[config.mk]
export PLATFORM = sky130hd
export DESIGN_NAME = pid_controller_clamped_core_flat
export DESIGN_NICKNAME = d
export VERILOG_FILES = /design/src/design/pidc_pkg.sv /design/src/design/pidc_if.sv /design/src/design/pidc_mul.sv /design/src/design/pidc_div.sv /design/src/design/pid_controller_clamped_core.sv /design/src/flat_wrapper.sv
export SDC_FILE = /design/constraint.sdc
export NUM_CORES = 1
export LEC_CHECK = 0
export BUFFER_PORTS_ARGS = -buffer_cell sky130_fd_sc_hd__buf_4
export CAP_MARGIN = 10
export CORE_AREA = 2 2 247 249
export CTS_CLUSTER_SIZE = 12
export DETAILED_ROUTE_END_ITERATION = 10
export DIE_AREA = 0 0 249 251
export GPL_ROUTABILITY_DRIVEN = 0
export SKIP_CTS_REPAIR_TIMING = 1
export SLEW_MARGIN = 20
export SYNTH_ARGS = -nofsm -noshare
export SYNTH_HDL_FRONTEND = slang
export SYNTH_SLANG_ARGS = --single-unit
[constraint.sdc]
create_clock -name i_clk -period 7 [get_ports i_clk]
set_input_delay 0.7 -clock i_clk [delete_from_list [all_inputs] [get_ports i_clk]]
set_output_delay 0.7 -clock i_clk [all_outputs]
set_load 0.01 [all_outputs]
[src/design/pidc_pkg.sv]
// Shared constants and types for the clamped PID controller.
`default_nettype none

package pidc_pkg;

    localparam int SAMPLE_BITS  = 16;
    localparam int FRAC_BITS    = 12;
    localparam int GAIN_BITS    = 16;
    localparam int GAIN_FRAC    = 8;
    localparam int TIME_FRAC    = 16;
    localparam int ELAPSED_BITS = 16;
    localparam int DRIVE_BITS   = 14;
    localparam int KIND_BITS    = 2;

    localparam int ERR_BITS     = SAMPLE_BITS + 1;
    localparam int MAG_BITS     = ERR_BITS + 1;
    localparam int DVD_BITS     = MAG_BITS + TIME_FRAC;
    localparam int DIV_CNT_BITS = $clog2(DVD_BITS);
    localparam int MUL_BITS     = GAIN_BITS;
    localparam int MUL_CNT_BITS = $clog2(MUL_BITS);
    localparam int ONE_SHIFT    = FRAC_BITS + GAIN_FRAC;

    localparam int CFG_IDX_BITS  = 2;
    localparam int CFG_DATA_BITS = GAIN_BITS;

    localparam logic signed [DRIVE_BITS-1:0] DRIVE_POS  = DRIVE_BITS'(1 << FRAC_BITS);
    localparam logic signed [DRIVE_BITS-1:0] DRIVE_NEG  = -DRIVE_POS;
    localparam logic signed [DRIVE_BITS-1:0] DRIVE_ZERO = '0;

    typedef enum logic [KIND_BITS-1:0] {
        KIND_MEAS = 2'd0,
        KIND_SET  = 2'd1,
        KIND_TICK = 2'd2
    } t_kind;

    typedef enum logic [CFG_IDX_BITS-1:0] {
        CFG_GAIN_PROP  = 2'd0,
        CFG_GAIN_DERIV = 2'd1,
        CFG_GAIN_INTEG = 2'd2
    } t_cfg_idx;

    typedef enum logic [2:0] {
        ST_IDLE,
        ST_SETUP,
        ST_INT_MUL,
        ST_P_MUL,
        ST_I_MUL,
        ST_D_WAIT,
        ST_D_MUL,
        ST_EMIT
    } t_state;

    typedef struct packed {
        logic start;
        logic clear;
        logic mp_signed;
    } t_mul_ctl;

endpackage

`default_nettype wire

[src/design/pidc_if.sv]
// Valid/ready channel interfaces for controller events and drive results.
`default_nettype none

interface pidc_in_if;
    import pidc_pkg::*;

    logic                           valid;
    logic                           ready;
    logic [KIND_BITS-1:0]           kind;
    logic signed [SAMPLE_BITS-1:0]  sample_value;
    logic [ELAPSED_BITS-1:0]        elapsed;

    modport source (output valid, kind, sample_value, elapsed, input ready);
    modport sink   (input valid, kind, sample_value, elapsed, output ready);
endinterface

interface pidc_out_if;
    import pidc_pkg::*;

    logic                           valid;
    logic                           ready;
    logic signed [DRIVE_BITS-1:0]   drive;

    modport source (output valid, drive, input ready);
    modport sink   (input valid, drive, output ready);
endinterface

`default_nettype wire

[src/design/pidc_mul.sv]
// Bit-serial shift-and-add multiply-accumulate, one multiplier bit per cycle.
`default_nettype none

module pidc_mul #(
    parameter int TERM_W = 32,
    parameter int SUM_W  = 50
) (
    input  wire                            i_clk,
    input  wire                            i_rst_n,
    input  wire pidc_pkg::t_mul_ctl        i_ctl,
    input  wire logic signed [TERM_W-1:0]  i_mcand,
    input  wire [pidc_pkg::MUL_BITS-1:0]   i_mplier,
    output logic signed [SUM_W-1:0]        o_acc,
    output logic                           o_done
);
    import pidc_pkg::*;

    localparam logic [MUL_CNT_BITS-1:0] LAST = MUL_CNT_BITS'(MUL_BITS - 1);

    logic                      r_busy;
    logic                      r_done;
    logic                      r_sgn;
    logic [MUL_CNT_BITS-1:0]   r_cnt;
    logic signed [SUM_W-1:0]   r_mc;
    logic [MUL_BITS-1:0]       r_mp;
    logic signed [SUM_W-1:0]   r_acc;

    logic signed [SUM_W-1:0]   addend;
    logic signed [SUM_W-1:0]   n_acc;

    always_comb begin
        addend = r_mp[0] ? r_mc : '0;
        // top bit of a signed multiplier carries negative weight
        if (r_sgn && (r_cnt == LAST)) begin
            n_acc = r_acc - addend;
        end else begin
            n_acc = r_acc + addend;
        end
    end

    always_ff @(posedge i_clk) begin
        if (!i_rst_n) begin
            r_busy <= 1'b0;
            r_done <= 1'b0;
        end else begin
            r_done <= 1'b0;
            if (i_ctl.start) begin
                r_busy <= 1'b1;
            end else if (r_busy && (r_cnt == LAST)) begin
                r_busy <= 1'b0;
                r_done <= 1'b1;
            end
        end
    end

    always_ff @(posedge i_clk) begin
        if (i_ctl.start) begin
            r_cnt <= '0;
            r_mc  <= SUM_W'(i_mcand);
            r_mp  <= i_mplier;
            r_sgn <= i_ctl.mp_signed;
            if (i_ctl.clear) begin
                r_acc <= '0;
            end
        end else if (r_busy) begin
            r_acc <= n_acc;
            r_mc  <= r_mc <<< 1;
            r_mp  <= r_mp >> 1;
            r_cnt <= r_cnt + 1'b1;
        end
    end

    assign o_acc  = r_acc;
    assign o_done = r_done;

endmodule

`default_nettype wire

[src/design/pidc_div.sv]
// Restoring bit-serial divider for the derivative, one quotient bit per cycle.
`default_nettype none

module pidc_div (
    input  wire                                 i_clk,
    input  wire                                 i_rst_n,
    input  wire                                 i_start,
    input  wire [pidc_pkg::MAG_BITS-1:0]        i_mag,
    input  wire [pidc_pkg::ELAPSED_BITS-1:0]    i_divisor,
    output logic [pidc_pkg::DVD_BITS-1:0]       o_quo,
    output logic                                o_done
);
    import pidc_pkg::*;

    localparam logic [DIV_CNT_BITS-1:0] LAST = DIV_CNT_BITS'(DVD_BITS - 1);

    logic                       r_busy;
    logic                       r_done;
    logic [DIV_CNT_BITS-1:0]    r_cnt;
    logic [DVD_BITS-1:0]        r_dvd;
    logic [ELAPSED_BITS-1:0]    r_rem;
    logic [ELAPSED_BITS-1:0]    r_dsr;

    logic [ELAPSED_BITS:0]      trial;
    logic [ELAPSED_BITS:0]      trial_sub;
    logic                       ge;
    logic [ELAPSED_BITS-1:0]    n_rem;

    always_comb begin
        trial     = {r_rem, r_dvd[DVD_BITS-1]};
        trial_sub = trial - {1'b0, r_dsr};
        ge        = (trial >= {1'b0, r_dsr});
        // remainder stays below the divisor, so the low bits hold it
        n_rem     = ge ? trial_sub[ELAPSED_BITS-1:0] : trial[ELAPSED_BITS-1:0];
    end

    always_ff @(posedge i_clk) begin
        if (!i_rst_n) begin
            r_busy <= 1'b0;
            r_done <= 1'b0;
        end else begin
            r_done <= 1'b0;
            if (i_start) begin
                r_busy <= 1'b1;
            end else if (r_busy && (r_cnt == LAST)) begin
                r_busy <= 1'b0;
                r_done <= 1'b1;
            end
        end
    end

    always_ff @(posedge i_clk) begin
        if (i_start) begin
            r_cnt <= '0;
            r_dvd <= {i_mag, {TIME_FRAC{1'b0}}};
            r_rem <= '0;
            r_dsr <= i_divisor;
        end else if (r_busy) begin
            // shift the quotient bit in where the dividend bit left
            r_dvd <= {r_dvd[DVD_BITS-2:0], ge};
            r_rem <= n_rem;
            r_cnt <= r_cnt + 1'b1;
        end
    end

    assign o_quo  = r_dvd;
    assign o_done = r_done;

endmodule

`default_nettype wire

[src/design/pid_controller_clamped_core.sv]
// Clamped PID controller: top level with event handling and tick sequencer.
//
// Usage: events enter on i_req (valid/ready). kind 0 stores a measurement,
// kind 1 a setpoint; neither gives a result. kind 2 is a control tick
// carrying the elapsed time. Once a measurement has been seen, a tick
// yields one drive value on o_rsp (valid/ready), Q1.12 clamped to plus or
// minus 1.0. A tick with zero elapsed time yields 0.
// Gains are written through i_cfg_we / i_cfg_idx / i_cfg_data while idle.
//
// Sequence: a tick with nonzero elapsed time runs four bit-serial products
// (16 shift-add steps each) on one shared multiplier: error*dt, then the
// three gain terms. The 34-step divider for the derivative is done before
// the last. A zero-elapsed tick goes straight from idle to the output step.
// One tick is in flight at a time; i_req.ready is high only while no tick is
// in progress.
//
// Reset clears gains, held values, the integral and the previous error.
// o_rsp has a one-entry output register; a stalled receiver holds the drive
// there, events keep being taken, and a finishing tick waits for the slot.
`default_nettype none

module pid_controller_clamped_core #(
    parameter int ACC_BITS = 32
) (
    input  wire                                  i_clk,
    input  wire                                  i_rst_n,
    input  wire                                  i_cfg_we,
    input  wire [pidc_pkg::CFG_IDX_BITS-1:0]     i_cfg_idx,
    input  wire [pidc_pkg::CFG_DATA_BITS-1:0]    i_cfg_data,
    pidc_in_if.sink                              i_req,
    pidc_out_if.source                           o_rsp
);
    import pidc_pkg::*;

    localparam int TERM_W = (ACC_BITS > ERR_BITS) ? ACC_BITS : ERR_BITS;
    localparam int SUM_W  = TERM_W + GAIN_BITS + 2;
    localparam int IW     = SUM_W - TIME_FRAC;
    localparam int RW     = (DVD_BITS + 1 > ACC_BITS) ? DVD_BITS + 1 : ACC_BITS;

    localparam logic signed [IW-1:0] INT_HI =
        {{(IW - ACC_BITS + 1){1'b0}}, {(ACC_BITS - 1){1'b1}}};
    localparam logic signed [IW-1:0] INT_LO = ~INT_HI;
    localparam logic signed [RW-1:0] RATE_HI =
        {{(RW - ACC_BITS + 1){1'b0}}, {(ACC_BITS - 1){1'b1}}};
    localparam logic signed [RW-1:0] RATE_LO = ~RATE_HI;
    localparam logic signed [SUM_W-1:0] SUM_ONE     = SUM_W'(1) <<< ONE_SHIFT;
    localparam logic signed [SUM_W-1:0] SUM_NEG_ONE = -SUM_ONE;

    // configuration and held state
    logic signed [GAIN_BITS-1:0]    r_gain_p;
    logic signed [GAIN_BITS-1:0]    r_gain_d;
    logic signed [GAIN_BITS-1:0]    r_gain_i;
    logic signed [SAMPLE_BITS-1:0]  r_measured;
    logic signed [SAMPLE_BITS-1:0]  r_target;
    logic                           r_seen;
    logic signed [ERR_BITS-1:0]     r_prev;
    logic signed [ACC_BITS-1:0]     r_integ;

    // per-tick working registers
    t_state                         r_state;
    t_state                         n_state;
    logic signed [ERR_BITS-1:0]     r_err;
    logic [ELAPSED_BITS-1:0]        r_dt;
    logic                           r_zero;
    logic                           r_neg;
    logic signed [ACC_BITS-1:0]     r_rate;
    logic                           r_rate_ok;

    // output register
    logic                           r_out_valid;
    logic signed [DRIVE_BITS-1:0]   r_drive;

    // datapath nets
    logic                           in_xfer;
    logic                           out_free;
    logic                           tick_go;
    logic signed [ERR_BITS-1:0]     err_now;
    logic signed [MAG_BITS-1:0]     diff;
    logic [MAG_BITS-1:0]            mag;
    logic signed [IW-1:0]           inc_ext;
    logic signed [IW-1:0]           integ_sum;
    logic signed [IW-1:0]           integ_sat;
    logic signed [RW-1:0]           q_ext;
    logic signed [RW-1:0]           rate_raw;
    logic signed [RW-1:0]           rate_sat;
    logic signed [DRIVE_BITS-1:0]   drive_calc;

    // sequencer outputs
    logic                           in_ready;
    logic                           emit;
    logic                           div_start;
    t_mul_ctl                       mul_ctl;
    logic signed [TERM_W-1:0]       mul_mcand;
    logic [MUL_BITS-1:0]            mul_mplier;

    logic signed [SUM_W-1:0]        mul_acc;
    logic                           mul_done;
    logic [DVD_BITS-1:0]            div_quo;
    logic                           div_done;

    pidc_mul #(
        .TERM_W (TERM_W),
        .SUM_W  (SUM_W)
    ) u_mul (
        .i_clk    (i_clk),
        .i_rst_n  (i_rst_n),
        .i_ctl    (mul_ctl),
        .i_mcand  (mul_mcand),
        .i_mplier (mul_mplier),
        .o_acc    (mul_acc),
        .o_done   (mul_done)
    );

    pidc_div u_div (
        .i_clk     (i_clk),
        .i_rst_n   (i_rst_n),
        .i_start   (div_start),
        .i_mag     (mag),
        .i_divisor (r_dt),
        .o_quo     (div_quo),
        .o_done    (div_done)
    );

    assign in_xfer  = i_req.valid && in_ready;
    assign out_free = !r_out_valid || o_rsp.ready;
    assign tick_go  = (i_req.kind == KIND_TICK) && r_seen;

    always_comb begin
        err_now = ERR_BITS'(r_target) - ERR_BITS'(r_measured);
        diff    = MAG_BITS'(r_err) - MAG_BITS'(r_prev);
        mag     = diff[MAG_BITS-1] ? MAG_BITS'(-diff) : MAG_BITS'(diff);
    end

    // integral: add floor(err*dt / 2^16) and saturate
    always_comb begin
        inc_ext   = $signed(mul_acc[SUM_W-1:TIME_FRAC]);
        integ_sum = IW'(r_integ) + inc_ext;
        if (integ_sum > INT_HI) begin
            integ_sat = INT_HI;
        end else if (integ_sum < INT_LO) begin
            integ_sat = INT_LO;
        end else begin
            integ_sat = integ_sum;
        end
    end

    // derivative: apply the sign to the magnitude quotient and saturate
    always_comb begin
        q_ext    = $signed(RW'(div_quo));
        rate_raw = r_neg ? -q_ext : q_ext;
        if (rate_raw > RATE_HI) begin
            rate_sat = RATE_HI;
        end else if (rate_raw < RATE_LO) begin
            rate_sat = RATE_LO;
        end else begin
            rate_sat = rate_raw;
        end
    end

    // clamp the gained sum to plus or minus 1.0, else drop the gain fraction; a zero-elapsed tick gives 0
    always_comb begin
        if (r_zero) begin
            drive_calc = DRIVE_ZERO;
        end else if (mul_acc > SUM_ONE) begin
            drive_calc = DRIVE_POS;
        end else if (mul_acc < SUM_NEG_ONE) begin
            drive_calc = DRIVE_NEG;
        end else begin
            drive_calc = $signed(mul_acc[GAIN_FRAC+DRIVE_BITS-1:GAIN_FRAC]);
        end
    end

    // next state
    always_comb begin
        n_state = r_state;
        unique case (r_state)
            ST_IDLE: begin
                if (in_xfer && tick_go) begin
                    n_state = (i_req.elapsed == '0) ? ST_EMIT : ST_SETUP;
                end
            end
            ST_SETUP:   n_state = ST_INT_MUL;
            ST_INT_MUL: if (mul_done) n_state = ST_P_MUL;
            ST_P_MUL:   if (mul_done) n_state = ST_I_MUL;
            ST_I_MUL:   if (mul_done) n_state = ST_D_WAIT;
            ST_D_WAIT:  if (r_rate_ok) n_state = ST_D_MUL;
            ST_D_MUL:   if (mul_done) n_state = ST_EMIT;
            ST_EMIT:    if (out_free) n_state = ST_IDLE;
            default:    n_state = ST_IDLE;
        endcase
    end

    // sequencer outputs
    always_comb begin
        in_ready   = 1'b0;
        emit       = 1'b0;
        div_start  = 1'b0;
        mul_ctl    = '0;
        mul_mcand  = TERM_W'(r_err);
        mul_mplier = r_dt;
        unique case (r_state)
            ST_IDLE: in_ready = 1'b1;
            ST_SETUP: begin
                div_start     = 1'b1;
                mul_ctl.start = 1'b1;
                mul_ctl.clear = 1'b1;
            end
            ST_INT_MUL: begin
                mul_mplier = r_gain_p;
                if (mul_done) begin
                    mul_ctl.start     = 1'b1;
                    mul_ctl.clear     = 1'b1;
                    mul_ctl.mp_signed = 1'b1;
                end
            end
            ST_P_MUL: begin
                mul_mcand  = TERM_W'(r_integ);
                mul_mplier = r_gain_i;
                if (mul_done) begin
                    mul_ctl.start     = 1'b1;
                    mul_ctl.mp_signed = 1'b1;
                end
            end
            ST_D_WAIT: begin
                mul_mcand  = TERM_W'(r_rate);
                mul_mplier = r_gain_d;
                if (r_rate_ok) begin
                    mul_ctl.start     = 1'b1;
                    mul_ctl.mp_signed = 1'b1;
                end
            end
            ST_EMIT: emit = out_free;
            ST_I_MUL, ST_D_MUL: begin
            end
            default: begin
            end
        endcase
    end

    assign i_req.ready = in_ready;

    // configuration writes
    always_ff @(posedge i_clk) begin
        if (!i_rst_n) begin
            r_gain_p <= '0;
            r_gain_d <= '0;
            r_gain_i <= '0;
        end else if (i_cfg_we) begin
            case (i_cfg_idx)
                CFG_GAIN_PROP:  r_gain_p <= $signed(i_cfg_data);
                CFG_GAIN_DERIV: r_gain_d <= $signed(i_cfg_data);
                CFG_GAIN_INTEG: r_gain_i <= $signed(i_cfg_data);
                default: begin
                end
            endcase
        end
    end

    // held state and control flags
    always_ff @(posedge i_clk) begin
        if (!i_rst_n) begin
            r_state     <= ST_IDLE;
            r_measured  <= '0;
            r_target    <= '0;
            r_seen      <= 1'b0;
            r_prev      <= '0;
            r_integ     <= '0;
            r_rate_ok   <= 1'b0;
            r_out_valid <= 1'b0;
        end else begin
            r_state <= n_state;
            if (in_xfer) begin
                case (i_req.kind)
                    KIND_MEAS: begin
                        r_measured <= i_req.sample_value;
                        r_seen     <= 1'b1;
                    end
                    KIND_SET: r_target <= i_req.sample_value;
                    default: begin
                    end
                endcase
            end
            if (r_state == ST_SETUP) begin
                r_prev    <= r_err;
                r_rate_ok <= 1'b0;
            end
            if ((r_state == ST_INT_MUL) && mul_done) begin
                r_integ <= integ_sat[ACC_BITS-1:0];
            end
            if (div_done) begin
                r_rate_ok <= 1'b1;
            end
            if (emit) begin
                r_out_valid <= 1'b1;
            end else if (o_rsp.ready) begin
                r_out_valid <= 1'b0;
            end
        end
    end

    // per-tick payload
    always_ff @(posedge i_clk) begin
        if (in_xfer && tick_go) begin
            r_err  <= err_now;
            r_dt   <= i_req.elapsed;
            r_zero <= (i_req.elapsed == '0);
        end
        if (r_state == ST_SETUP) begin
            r_neg <= diff[MAG_BITS-1];
        end
        if (div_done) begin
            r_rate <= rate_sat[ACC_BITS-1:0];
        end
        if (emit) begin
            r_drive <= drive_calc;
        end
    end

    assign o_rsp.valid = r_out_valid;
    assign o_rsp.drive = r_drive;

    // the shared multiplier only finishes while a product is owed
    a_mul_done_in_tick: assert property (@(posedge i_clk) disable iff (!i_rst_n)
        mul_done |-> (r_state == ST_INT_MUL || r_state == ST_P_MUL ||
                      r_state == ST_I_MUL || r_state == ST_D_MUL))
        else $error("multiplier finished outside a product step");

    // the derivative is ready before its product starts
    a_rate_before_d: assert property (@(posedge i_clk) disable iff (!i_rst_n)
        (r_state == ST_D_MUL) |-> r_rate_ok)
        else $error("derivative product started without a quotient");

    // a zero-elapsed tick goes straight to the output step with a zero result
    a_zero_tick: assert property (@(posedge i_clk) disable iff (!i_rst_n)
        (in_xfer && tick_go && (i_req.elapsed == '0)) |=>
            (r_state == ST_EMIT && r_zero))
        else $error("zero-elapsed tick did not go to output");

    // a loaded drive never exceeds plus or minus 1.0
    a_drive_range: assert property (@(posedge i_clk) disable iff (!i_rst_n)
        emit |=> (r_drive <= DRIVE_POS && r_drive >= DRIVE_NEG))
        else $error("drive outside the clamp range");

endmodule

`default_nettype wire
[src/flat_wrapper.sv]
// flat-port wrapper written by rule: the top's interface ports become plain ports
module pid_controller_clamped_core_flat import pidc_pkg::*;
#(
    parameter int ACC_BITS = 32
)
  (i_clk, i_rst_n, i_cfg_we, i_cfg_idx, i_cfg_data, i_req_valid, i_req_kind, i_req_sample_value, i_req_elapsed, i_req_ready, o_rsp_valid, o_rsp_drive, o_rsp_ready);
  pidc_in_if i_req_i ();
  pidc_out_if o_rsp_i ();
  input  wire i_clk;
  input  wire i_rst_n;
  input  wire i_cfg_we;
  input  wire [pidc_pkg::CFG_IDX_BITS-1:0] i_cfg_idx;
  input  wire [pidc_pkg::CFG_DATA_BITS-1:0] i_cfg_data;
  input wire logic [$bits(i_req_i.valid)-1:0] i_req_valid;
  input wire logic [$bits(i_req_i.kind)-1:0] i_req_kind;
  input wire logic [$bits(i_req_i.sample_value)-1:0] i_req_sample_value;
  input wire logic [$bits(i_req_i.elapsed)-1:0] i_req_elapsed;
  output wire logic [$bits(i_req_i.ready)-1:0] i_req_ready;
  output wire logic [$bits(o_rsp_i.valid)-1:0] o_rsp_valid;
  output wire logic [$bits(o_rsp_i.drive)-1:0] o_rsp_drive;
  input wire logic [$bits(o_rsp_i.ready)-1:0] o_rsp_ready;
  assign i_req_i.valid = i_req_valid;
  assign i_req_i.kind = i_req_kind;
  assign i_req_i.sample_value = i_req_sample_value;
  assign i_req_i.elapsed = i_req_elapsed;
  assign i_req_ready = i_req_i.ready;
  assign o_rsp_valid = o_rsp_i.valid;
  assign o_rsp_drive = o_rsp_i.drive;
  assign o_rsp_i.ready = o_rsp_ready;
  pid_controller_clamped_core #(.ACC_BITS(ACC_BITS)) u_core (.i_clk(i_clk), .i_rst_n(i_rst_n), .i_cfg_we(i_cfg_we), .i_cfg_idx(i_cfg_idx), .i_cfg_data(i_cfg_data), .i_req(i_req_i), .o_rsp(o_rsp_i));
endmodule
==> impl_metrics.py, run 1 <==
metrics = {
    "routing": {
        "postRouteAntennaNets": 0,
        "drt_pre_antenna_iters": 7,
        "drt-met1-wl_um": 30700,
        "routed-wl-met2_um": 33600,
        "drc_errors": 0,
        "routedWlPerCell_um": 18.5,
        "drt_iter0_drc": 1630,
        "totalWireLength_um": 69800,
        "highest_layer": "met4",
        "vias": 21700,
        "wl_met3_um": 2820,
        "viasPerCell": 5.76,
    },
    "flow_run": {
        "maxCapViolCount": 0,
    },
    "clocking": {
        "cts.sinks": 413,
        "cts_htree_levels": 2,
        "cts_buffer_depth": 3,
        "cts_tree": "done",
        "clock_latency_ns": 0.62,
        "clk_pin_slew_worst_paths_ns": 0.06,
        "cts-root-buf": "clkbuf_16",
        "cts-buffers-inserted": 49,
    },
    "synth": {
        "syn_nets": 3125,
        "synthTopCellsByArea": "edfxtp_1, dfxtp_1, ha_1",
        "yosysSeqAreaShare_pct": 41.4,
        "syn_inst": 2926,
        "ys.warnings.count": 0,
        "synth_edf_count": 232,
        "synth.distinct_cells": 85,
        "post-synth-top-area-cell": "edfxtp_1",
        "synthesis.area_mm2": 0.0256,
        "ys_async_sr_fraction_pct": 0,
        "yosys.area.top_type_share_pct": 27.2,
        "yosys_most_used_dff": "edfxtp_1",
        "ys_ff_latch": 413,
        "synth_area_per_cell_um2": 8.74,
    },
    "timing": {
        "finalHoldViolations": 0,
        "drv_slew": 0,
        "max_slew_margin_pct": 24.4,
        "setup_viol": 0,
        "worst_hold_slack_ns": 0.265,
        "fmax_mhz": 163,
        "fin_crit_sh_pct": 87.6,
        "worst_pin_slew_ns": 1.11,
        "layout_min_cycle_time_ns": 6.13,
        "finClkSkew_ns": 0.0307,
        "grt_setup_unrepaired": "no",
        "fin_setup_tns_ns": 0,
    },
    "finish": {
        "layout_commonest_cell": "nand2_1",
        "fin_nets": 3137,
        "layout-drive-gt1-share_pct": 7.96,
        "syn2layout_area_growth_pct": 11.3,
        "diodes": 0,
        "most-common-layout-cells": "nand2_1, a21oi_1, nor2_1, edfxtp_1, dfxtp_1",
    },
    "floorplanning": {
        "fp.dieW_um": 249,
        "rows": 90,
        "fp.dieArea_mm2": 0.0625,
        "dieHeight_um": 251,
        "start_util_pct": 42.8,
        "core-area_mm2": 0.0598,
        "boundaryPins": 73,
    },
    "worst_setup_path": {
        "max_stage_delay_ns": 0.52,
        "crit_path_max_fanout": 18,
        "crit_chain": "or3_1 -> or4_1 -> nor3_1 -> nand2_1 -> a211oi_1 -> nor2_1 -> or2_2 -> o311ai_0 -> ha_1 -> and3_1 -> a221oi_1 -> o21ai_0 -> nor3_1 -> a21oi_1 -> a221oi_1 -> o21ai_1 -> a211oi_1 -> xor2_1 -> nor2_1",
        "crit_slowest_cell": "a211oi_1",
        "crit_buf_inv": 0,
        "end_kind": "flop",
        "crit_family": "compound AO/OA/AOI/OAI gates",
        "cp.arrival_ns": 6.49,
        "required_ns": 7.36,
        "worstSetupPathType": "reg2reg",
        "crit_path_start_kind": "flop",
    },
    "global_routing": {
        "grt_max_degree": 100,
        "antenna_found_initial": 0,
        "grt_overflow": 0,
        "grt_util_all_layers_pct": 21.9,
        "grt_pass1_wl_um": 111000,
        "grt_pass1_vias": 20500,
    },
    "placement": {
        "port_buffers": 72,
        "place_hpwl_um": 50600,
    },
    "run_status": {
        "outcome": "completed",
    },
    "hold_path": {
        "worstHoldPathType": "in2reg",
    },
    "pwr": {
        "powerDensity_mw_per_mm2": 472,
        "vdd_ir_drop_max_uv": 253,
        "leakage_uw": 0.0108,
    },
}
## cell families (layout without fill, tap and decap cells)
logic type,count (synthesis),in the layout,synth area share [%]
simple gates,1020,1020,18.2
flops,413,413,41.4
xor+xnor,177,177,6.06
compound gates,893,893,22.4
buf+inv,257,310,3.94
mux,24,24,0.939
fa+ha+maj,142,142,7.09
## area by class of cell
| type | count | area (um^2) |
|---|---|---|
| tap | 782 | 978 |
| clock buffer | 70 | 1370 |
| sequential | 413 | 10600 |
| inverter | 114 | 432 |
| multi-input combinational | 2256 | 14000 |
| timing repair buffer | 104 | 788 |
| fill | 5682 | 31300 |
| clock inverter | 22 | 309 |
## cells in the mapped netlist, types with 10 or more instances
cell type / n
a21boi_0: 55
mux2i_1: 24
xor2_1: 94
nor3_1: 50
clkbuf_1: 125
or2_2: 13
nor2_1: 268
o31ai_1: 20
a21oi_1: 279
a31oi_1: 47
o21ai_2: 10
a211oi_1: 24
a221oi_1: 16
a21o_1: 74
o211ai_1: 13
nor2b_1: 23
and2_1: 20
a22oi_1: 48
and3_1: 17
dfxtp_1: 181
inv_1: 112
nand3_1: 45
nand4_1: 41
o21a_1: 37
ha_1: 137
nand2_1: 424
nand2b_1: 26
nor4_1: 26
o21bai_1: 18
xnor2_1: 83
or3_1: 26
o21ai_0: 158
edfxtp_1: 232
o41ai_1: 13
## worst paths after layout
| path | startpoint | end | slack (ns) | cells past startpoint |
|---|---|---|---|---|
| setup / recovery | u_core.u_mul.r_mc[24]$_DFFE_PP_ | u_core.u_mul.o_acc[38]$_SDFFCE_PP0P_ | 0.87 | 19 |
| hold / removal | i_req_elapsed[1] | u_core.r_dt[1]$_DFFE_PP_ | 0.26 | 1 |
| setup reg to reg | u_core.u_mul.r_mc[24]$_DFFE_PP_ | u_core.u_mul.o_acc[38]$_SDFFCE_PP0P_ | 0.87 | 19 |
| hold reg to reg | u_core.r_gain_p[10]$_SDFFE_PN0P_ | u_core.r_gain_p[10]$_SDFFE_PN0P_ | 0.45 | 2 |
## metal layers
layer / GRT usage (%) / vias to the layer above
li1: - / 10600
met1: 28.3 / 10400
met2: 38.0 / 515
met3: 2.24 / 127
met4: 8.36 / 0
met5: 0 / -
## where the power goes
group	switching, uW	internal (uW)	total [uW]	leakage, uW
Clock	1080	1590	2670	0.000819
Combinational	3920	2600	6520	0.00637
Sequential	664	3600	4260	0.00361
## registers in the layout (all words and copies together) (netlist names), 14 cells and up
signal / cells
u_core.r_rate: 32
u_core.u_div.r_rem: 16
u_core.r_dt: 16
u_core.u_mul.r_mc: 50
u_core.r_gain_p: 16
u_core.r_gain_d: 16
u_core.o_rsp.drive: 14
u_core.r_measured: 16
u_core.r_integ: 32
u_core.r_target: 16
u_core.u_div.r_dsr: 16
u_core.r_prev: 17
u_core.u_mul.o_acc: 50
u_core.u_mul.r_mp: 16
u_core.u_div.o_quo: 34
u_core.r_err: 17
u_core.r_gain_i: 16
## per-stage QoR
step	instance area [um^2]	power [uW]	worst slack, ns	cells	util (%)
6_report	28500	13500	0.869	3761	47.6
5_1_grt	28500	14500	0.333	3761	47.6
4_1_cts	28500	13500	0.939	3760	47.6
3_5_place_dp	26800	10700	0.958	3668	44.8
3_3_place_gp	26800	10600	1.10	3668	44.8
2_1_floorplan	25600	9170	1.66	2926	-
Note: power is estimated with default switching activity, not from simulation.
==> run 2, diff against run 1 <==
--- a/config.mk
+++ b/config.mk
@@ -5,15 +5,15 @@
 export SDC_FILE = /design/constraint.sdc
 export NUM_CORES = 1
 export LEC_CHECK = 0
+export ABC_AREA = 1
 export BUFFER_PORTS_ARGS = -buffer_cell sky130_fd_sc_hd__buf_4
 export CAP_MARGIN = 10
-export CORE_AREA = 2 2 247 249
+export CORE_AREA = 2 2 254 256
 export CTS_CLUSTER_SIZE = 12
 export DETAILED_ROUTE_END_ITERATION = 10
-export DIE_AREA = 0 0 249 251
+export DIE_AREA = 0 0 256 258
 export GPL_ROUTABILITY_DRIVEN = 0
 export SKIP_CTS_REPAIR_TIMING = 1
-export SLEW_MARGIN = 20
 export SYNTH_ARGS = -nofsm -noshare
 export SYNTH_HDL_FRONTEND = slang
 export SYNTH_SLANG_ARGS = --single-unit
==> constraint.sdc (replaced) <==
create_clock -name i_clk -period 7 [get_ports i_clk]
set_input_delay 0.7 -clock i_clk [delete_from_list [all_inputs] [get_ports i_clk]]
set_output_delay 0.7 -clock i_clk [all_outputs]
set_load 0.05 [all_outputs]
==> run 2 against run 1 <==
  * Fmax increased by 22%
  * Die area rose by 5.7%
  * Critical path depth grew 4
  * Area after synthesis grew 5.7%
  * Critical path type unchanged
  * Largest power group unchanged
  * Core utilization fell by 0.41 points
  * Clock skew shrank 0.0044 ns
  * First-iteration DRC count increased by 12%
  * Register-to-register slack gained 1.1 ns
  * Power is 8.4% lower
  * Largest cell class unchanged
==> impl_metrics.py, run 2 <==
metrics = {
    "run_status": {
        "outcome": "completed",
    },
    "global_routing": {
        "antenna_found_initial": 1,
        "grt_max_degree": 86,
        "grt_pass1_wl_um": 127000,
        "grt_pass1_vias": 23300,
        "grt_util_all_layers_pct": 24.1,
        "grt_overflow": 0,
    },
    "synth": {
        "synthTopCellsByArea": "edfxtp_1, dfxtp_1, nand2_1",
        "yosys_most_used_dff": "edfxtp_1",
        "ys_ff_latch": 413,
        "ys_top_cells_by_count": "nand2_1, nor2_1, inv_1, o21ai_0, a21oi_1",
        "synth.distinct_cells": 60,
        "syn_nets": 3881,
        "yosys.area.top_type_share_pct": 25.8,
        "synth.most_common_cell": "nand2_1",
        "post-synth-top-area-cell": "edfxtp_1",
        "synth_edf_count": 232,
        "ys_async_sr_fraction_pct": 0,
        "yosysSeqAreaShare_pct": 39.2,
        "synthesis.area_mm2": 0.0270,
        "syn_inst": 3682,
        "synth_area_per_cell_um2": 7.34,
        "ys.warnings.count": 0,
    },
    "clocking": {
        "cts.sinks": 413,
        "cts_htree_levels": 2,
        "clk_pin_slew_worst_paths_ns": 0.06,
        "cts_tree": "done",
        "cts-root-buf": "clkbuf_16",
        "cts-buffers-inserted": 49,
        "cts_buffer_depth": 3,
        "clock_latency_ns": 0.63,
    },
    "timing": {
        "grt_setup_unrepaired": "no",
        "drv_slew": 0,
        "fin_crit_sh_pct": 71.7,
        "max_slew_margin_pct": 28.7,
        "worst_pin_slew_ns": 1.07,
        "finalHoldViolations": 0,
        "fmax_mhz": 199,
        "fin_setup_tns_ns": 0,
        "finClkSkew_ns": 0.0262,
        "setup_viol": 0,
        "layout_min_cycle_time_ns": 5.02,
    },
    "worst_setup_path": {
        "crit_path_start_kind": "flop",
        "required_ns": 7.36,
        "end_kind": "flop",
        "worstSetupPathType": "reg2reg",
        "cp.arrival_ns": 5.38,
        "crit_path_max_fanout": 32,
        "ff2ff_setup_slack_ns": 1.98,
    },
    "finish": {
        "layout-drive-gt1-share_pct": 6.06,
        "fin_nets": 3919,
        "utilization_pct": 47.2,
        "most-common-layout-cells": "nand2_1, nor2_1, inv_1, o21ai_0, a21oi_1",
        "fill_cells": 6518,
        "layout_commonest_cell": "nand2_1",
        "diodes": 0,
        "syn2layout_area_growth_pct": 11.2,
    },
    "floorplanning": {
        "dieHeight_um": 258,
        "fp.dieW_um": 256,
        "start_util_pct": 42.5,
        "fp.dieArea_mm2": 0.0660,
        "boundaryPins": 73,
        "core-area_mm2": 0.0636,
        "rows": 93,
    },
    "placement": {
        "port_buffers": 72,
        "place_hpwl_um": 62200,
    },
    "flow_run": {
        "maxCapViolCount": 0,
    },
    "routing": {
        "routedWlPerCell_um": 17.5,
        "postRouteAntennaNets": 0,
        "viasPerCell": 5.29,
        "drt_pre_antenna_iters": 5,
        "totalWireLength_um": 80600,
        "drt_iter0_drc": 1826,
        "vias": 24400,
        "drc_errors": 0,
    },
    "pwr": {
        "leakage_uw": 0.0137,
        "vdd_ir_drop_max_uv": 233,
        "powerDensity_mw_per_mm2": 410,
    },
    "hold_path": {
        "worstHoldPathType": "in2reg",
    },
}
-- run 2: cell count changes after synthesis, moves of 103 or more --
cell / delta
nand3_1: +103
nand2_1: +485
inv_1: +313
nor2_1: +196
o21ai_0: +121
-- run 2: through the flow --
step	std cells	cell area, um^2	setup WS [ns]	hold slack [ns]	power [uW]
detailed placement	4524	28400	2.05	0.440	9610
CTS	4616	30000	2.05	0.231	12300
global route	4616	30000	1.54	0.241	13200
floorplan	3682	27000	1.79	0.421	7980
global placement	4524	28400	2.17	0.442	9600
finish	4616	30000	1.98	0.263	12300
-- run 2: final cells by class --
class | count | area (um^2) | share of cell area [%]
clock buffers | 62 | 1310 | 4.34
clock inverters | 30 | 374 | 1.25
inverters | 433 | 1630 | 5.42
multi-input cells | 2726 | 14300 | 47.7
flip-flops and latches | 413 | 10600 | 35.2
well taps | 855 | 1070 | 3.56
repair buffers | 97 | 741 | 2.47
-- run 2: worst max-delay path: stages, from the launching register on --
cell	delay [ns]
edfxtp_1	0.66
buf_4	0.36
nand2_1	0.15
ha_1	0.19
nand3_1	0.12
nor2_2	0.14
nand4_1	0.15
nor2_2	0.24
nand2_2	0.12
nor2_1	0.25
a31oi_1	0.15
xnor2_1	0.19
inv_1	0.07
ha_1	0.37
nand2_1	0.12
nor2_1	0.22
nand2_1	0.17
nor3_1	0.42
a21o_1	0.25
nand3_1	0.08
nand2_1	0.12
nand2_1	0.08
nand2_1	0.08
nor2_1	0.06
-- run 2: worst paths after layout --
kind                                       start                                   end  cells after the start
hold / removal                  i_req_elapsed[9]              u_core.r_dt[9]$_DFFE_PP_                      1
hold reg to reg        u_core.r_dt[11]$_DFFE_PP_      u_core.u_div.r_dsr[11]$_DFFE_PP_                      0
setup reg to reg  u_core.u_mul.r_mp[0]$_DFFE_PP_  u_core.u_mul.o_acc[33]$_SDFFCE_PP0P_                     23
setup / recovery  u_core.u_mul.r_mp[0]$_DFFE_PP_  u_core.u_mul.o_acc[33]$_SDFFCE_PP0P_                     23
-- run 2: power breakdown --
part           total (uW)  switching [uW]  internal (uW)  leakage [uW]
combinational        5770            3930           1850       0.00933
clock                2660            1100           1560      0.000804
sequential           3890             509           3380       0.00361
-- run 2: cells by family (layout without fill, tap and decap cells) --
kind of cell / count (synthesis) / in the layout / synth area share [%]
adders and majority gates: 142 / 142 / 6.71
xor gates and xnor gates: 140 / 140 / 4.57
AOI/OAI and AO/OA: 736 / 736 / 15.4
DFF: 413 / 413 / 39.2
buffers and inverters: 543 / 622 / 7.96
and+or+nand+nor: 1708 / 1708 / 26.1
-- run 2: metal layers --
| metal | up-vias | wire length [um] | GRT usage, % |
|---|---|---|---|
| li1 | 12400 | - | - |
| met2 | 632 | 37800 | 41.4 |
| met1 | 11200 | 35500 | 31.0 |
| met5 | - | 11 | 0 |
| met3 | 171 | 4300 | 3.05 |
| met4 | 2 | 3010 | 8.87 |
==> run 3, diff against run 2 <==
--- a/config.mk
+++ b/config.mk
@@ -5,13 +5,13 @@
 export SDC_FILE = /design/constraint.sdc
 export NUM_CORES = 1
 export LEC_CHECK = 0
-export ABC_AREA = 1
+export ABC_AREA = 0
 export BUFFER_PORTS_ARGS = -buffer_cell sky130_fd_sc_hd__buf_4
 export CAP_MARGIN = 10
-export CORE_AREA = 2 2 254 256
+export CORE_AREA = 2 2 247 249
 export CTS_CLUSTER_SIZE = 12
 export DETAILED_ROUTE_END_ITERATION = 10
-export DIE_AREA = 0 0 256 258
+export DIE_AREA = 0 0 249 251
 export GPL_ROUTABILITY_DRIVEN = 0
 export SKIP_CTS_REPAIR_TIMING = 1
 export SYNTH_ARGS = -nofsm -noshare
==> constraint.sdc (replaced) <==
create_clock -name i_clk -period 4.4 [get_ports i_clk]
set_input_delay 0.44 -clock i_clk [delete_from_list [all_inputs] [get_ports i_clk]]
set_output_delay 0.44 -clock i_clk [all_outputs]
set_load 0.05 [all_outputs]
==> run 3 against run 2 <==
  * The run now ends with negative setup slack left
  * Non-clock buffer count increased by 197
  * Final cell count down 14%
  * First-iteration DRC count fell by 12%
  * Fmax is 1.8% higher
  * Die area shrank 5.4%
  * Wire length fell by 7.8%
  * Critical path type unchanged
  * Largest power group unchanged
==> impl_metrics.py, run 3 (synthesis gave the netlist of run 1 again) <==
metrics = {
    "worst_setup_path": {
        "max_stage_delay_ns": 0.45,
        "worstSetupPathType": "reg2reg",
        "ff2ff_setup_slack_ns": -0.53,
        "crit_family": "compound AO/OA/AOI/OAI gates",
        "crit_buf_inv": 3,
        "reg2regPathDepth": 21,
        "worst_path_most_repeated_cell": "buf_6",
        "crit_path_max_fanout": 5,
        "cp.arrival_ns": 5.25,
        "crit_slowest_cell": "or4_4",
        "crit_path_start_kind": "flop",
        "end_kind": "flop",
        "critical_path_depth": 21,
        "r2r_start": "u_core.u_mul.r_mc[24]$_DFFE_PP_",
        "crit_chain": "or3_4 -> or4_4 -> nor3_4 -> nand2_1 -> a211oi_2 -> nor2_2 -> or2_4 -> buf_6 -> o211ai_1 -> ha_1 -> buf_6 -> a21oi_4 -> o21ai_2 -> a41oi_2 -> a21oi_2 -> o221a_2 -> o21a_4 -> buf_6 -> o21ai_4 -> xor2_1 -> nor2_1",
        "cp-startpoint": "u_core.u_mul.r_mc[24]$_DFFE_PP_",
        "crit_end": "u_core.u_mul.o_acc[37]$_SDFFCE_PP0P_",
        "required_ns": 4.72,
        "r2r_end": "u_core.u_mul.o_acc[37]$_SDFFCE_PP0P_",
    },
    "routing": {
        "drt_pre_antenna_iters": 5,
        "drt_iter0_drc": 1606,
        "routedWlPerCell_um": 18.8,
        "vias": 22500,
        "drc_errors": 0,
        "postRouteAntennaNets": 0,
        "totalWireLength_um": 74300,
        "viasPerCell": 5.71,
    },
    "placement": {
        "dpl_cell_area_mm2": 0.0282,
        "place_hpwl_um": 54300,
        "pre_cts_ws_ns": -0.531,
        "port_buffers": 72,
    },
    "clocking": {
        "cts_htree_levels": 2,
        "clock_latency_ns": 0.61,
        "clk_pin_slew_worst_paths_ns": 0.06,
        "cts.sinks": 413,
        "cts_tree": "done",
        "cts_buffer_depth": 3,
        "cts-root-buf": "clkbuf_16",
        "cts-buffers-inserted": 47,
    },
    "finish": {
        "utilization_pct": 50.9,
        "layout-drive-gt1-share_pct": 16.1,
        "most-common-layout-cells": "nand2_1, buf_4, a21oi_1, nor2_1, edfxtp_1",
        "regArea_mm2": 0.0106,
        "multi_input_area_mm2": 0.0146,
        "final_area_mm2": 0.0304,
        "fill_cells": 5449,
        "layout_commonest_cell": "nand2_1",
        "syn2layout_area_growth_pct": 18.9,
        "diodes": 0,
        "fin_nets": 3326,
    },
    "timing": {
        "grt_setup_unrepaired": "yes",
        "layout_min_cycle_time_ns": 4.93,
        "worst_pin_slew_ns": 1.07,
        "fin_crit_sh_pct": 112,
        "finalHoldViolations": 0,
        "fin_setup_tns_ns": -9.49,
        "max_slew_margin_pct": 28.7,
        "finClkSkew_ns": 0.0250,
        "drv_slew": 0,
        "fmax_mhz": 203,
        "setup_viol": 27,
        "setup_slack_ns": -0.527,
    },
    "global_routing": {
        "grt_overflow": 0,
        "grt_pass1_wl_um": 115000,
        "grt_pass1_vias": 21600,
        "grt_util_all_layers_pct": 22.9,
        "grt_max_degree": 89,
        "antenna_found_initial": 0,
    },
    "floorplanning": {
        "fp.dieW_um": 249,
        "fp.dieArea_mm2": 0.0625,
        "rows": 90,
        "boundaryPins": 73,
        "core-area_mm2": 0.0598,
        "start_util_pct": 42.8,
        "dieHeight_um": 251,
    },
    "run_status": {
        "outcome": "finished, violations left",
        "violations": "negative setup slack",
    },
    "pwr": {
        "vdd_ir_drop_max_uv": 329,
        "design_power_total_uw": 24100,
        "powerDensity_mw_per_mm2": 791,
        "leakage_uw": 0.0118,
    },
    "flow_run": {
        "maxCapViolCount": 0,
    },
    "hold_path": {
        "worstHoldPathType": "in2reg",
    },
}
[run 3: per-stage QoR]
stage	hold slack, ns	std cells
2_1_floorplan	0.436	2926
3_3_place_gp	0.443	3838
3_5_place_dp	0.446	3838
4_1_cts	-0.00258	3925
5_1_grt	0.00306	3947
6_report	0.0319	3947
[run 3: cell type report]
cell class,count,share of cell area [%]
sequential,413,34.8
tap,782,3.22
timing repair buffer,294,7.46
clock buffer,66,4.24
clock inverter,21,0.740
multi-input combinational,2257,48.1
inverter,114,1.41
[run 3: worst min path at each step]
stage / startpoint / to / cells past startpoint
floorplan: u_core.r_gain_d[0]$_SDFFE_PN0P_ / u_core.r_gain_d[0]$_SDFFE_PN0P_ / 2
finish: i_req_elapsed[0] / u_core.r_dt[0]$_DFFE_PP_ / 1
detailed placement: u_core.r_gain_d[4]$_SDFFE_PN0P_ / u_core.r_gain_d[4]$_SDFFE_PN0P_ / 2
global placement: u_core.r_gain_d[8]$_SDFFE_PN0P_ / u_core.r_gain_d[8]$_SDFFE_PN0P_ / 2
global route: i_req_elapsed[0] / u_core.r_dt[0]$_DFFE_PP_ / 1
CTS: i_req_elapsed[13] / u_core.r_dt[13]$_DFFE_PP_ / 1
[run 3: report_power, final]
group | internal, uW | total [uW] | switching (uW) | leakage (uW)
Combinational | 5990 | 13500 | 7480 | 0.00747
Clock | 2230 | 3890 | 1650 | 0.000724
Sequential | 5720 | 6720 | 995 | 0.00361
Total | 13900 | 24100 | 10100 | 0.0118
[run 3: per-layer routing]
metal	global-route usage [%]	up-vias	share of wire (%)
met5	0	-	0
met4	8.50	0	3.4
met3	3.57	146	5.0
met2	40.2	614	49
met1	28.3	10800	42
li1	-	11000	-
[run 3: worst register-to-register path: stages, from the launching register on]
cell and delay [ns]:
edfxtp_1 0.40, or3_4 0.40, or4_4 0.45, nor3_4 0.18, nand2_1 0.08, a211oi_2 0.27, nor2_2 0.11, or2_4 0.31
buf_6 0.13, o211ai_1 0.10, ha_1 0.34, buf_6 0.15, a21oi_4 0.16, o21ai_2 0.10, a41oi_2 0.23, a21oi_2 0.12
o221a_2 0.31, o21a_4 0.26, buf_6 0.14, o21ai_4 0.20, xor2_1 0.16, nor2_1 0.05
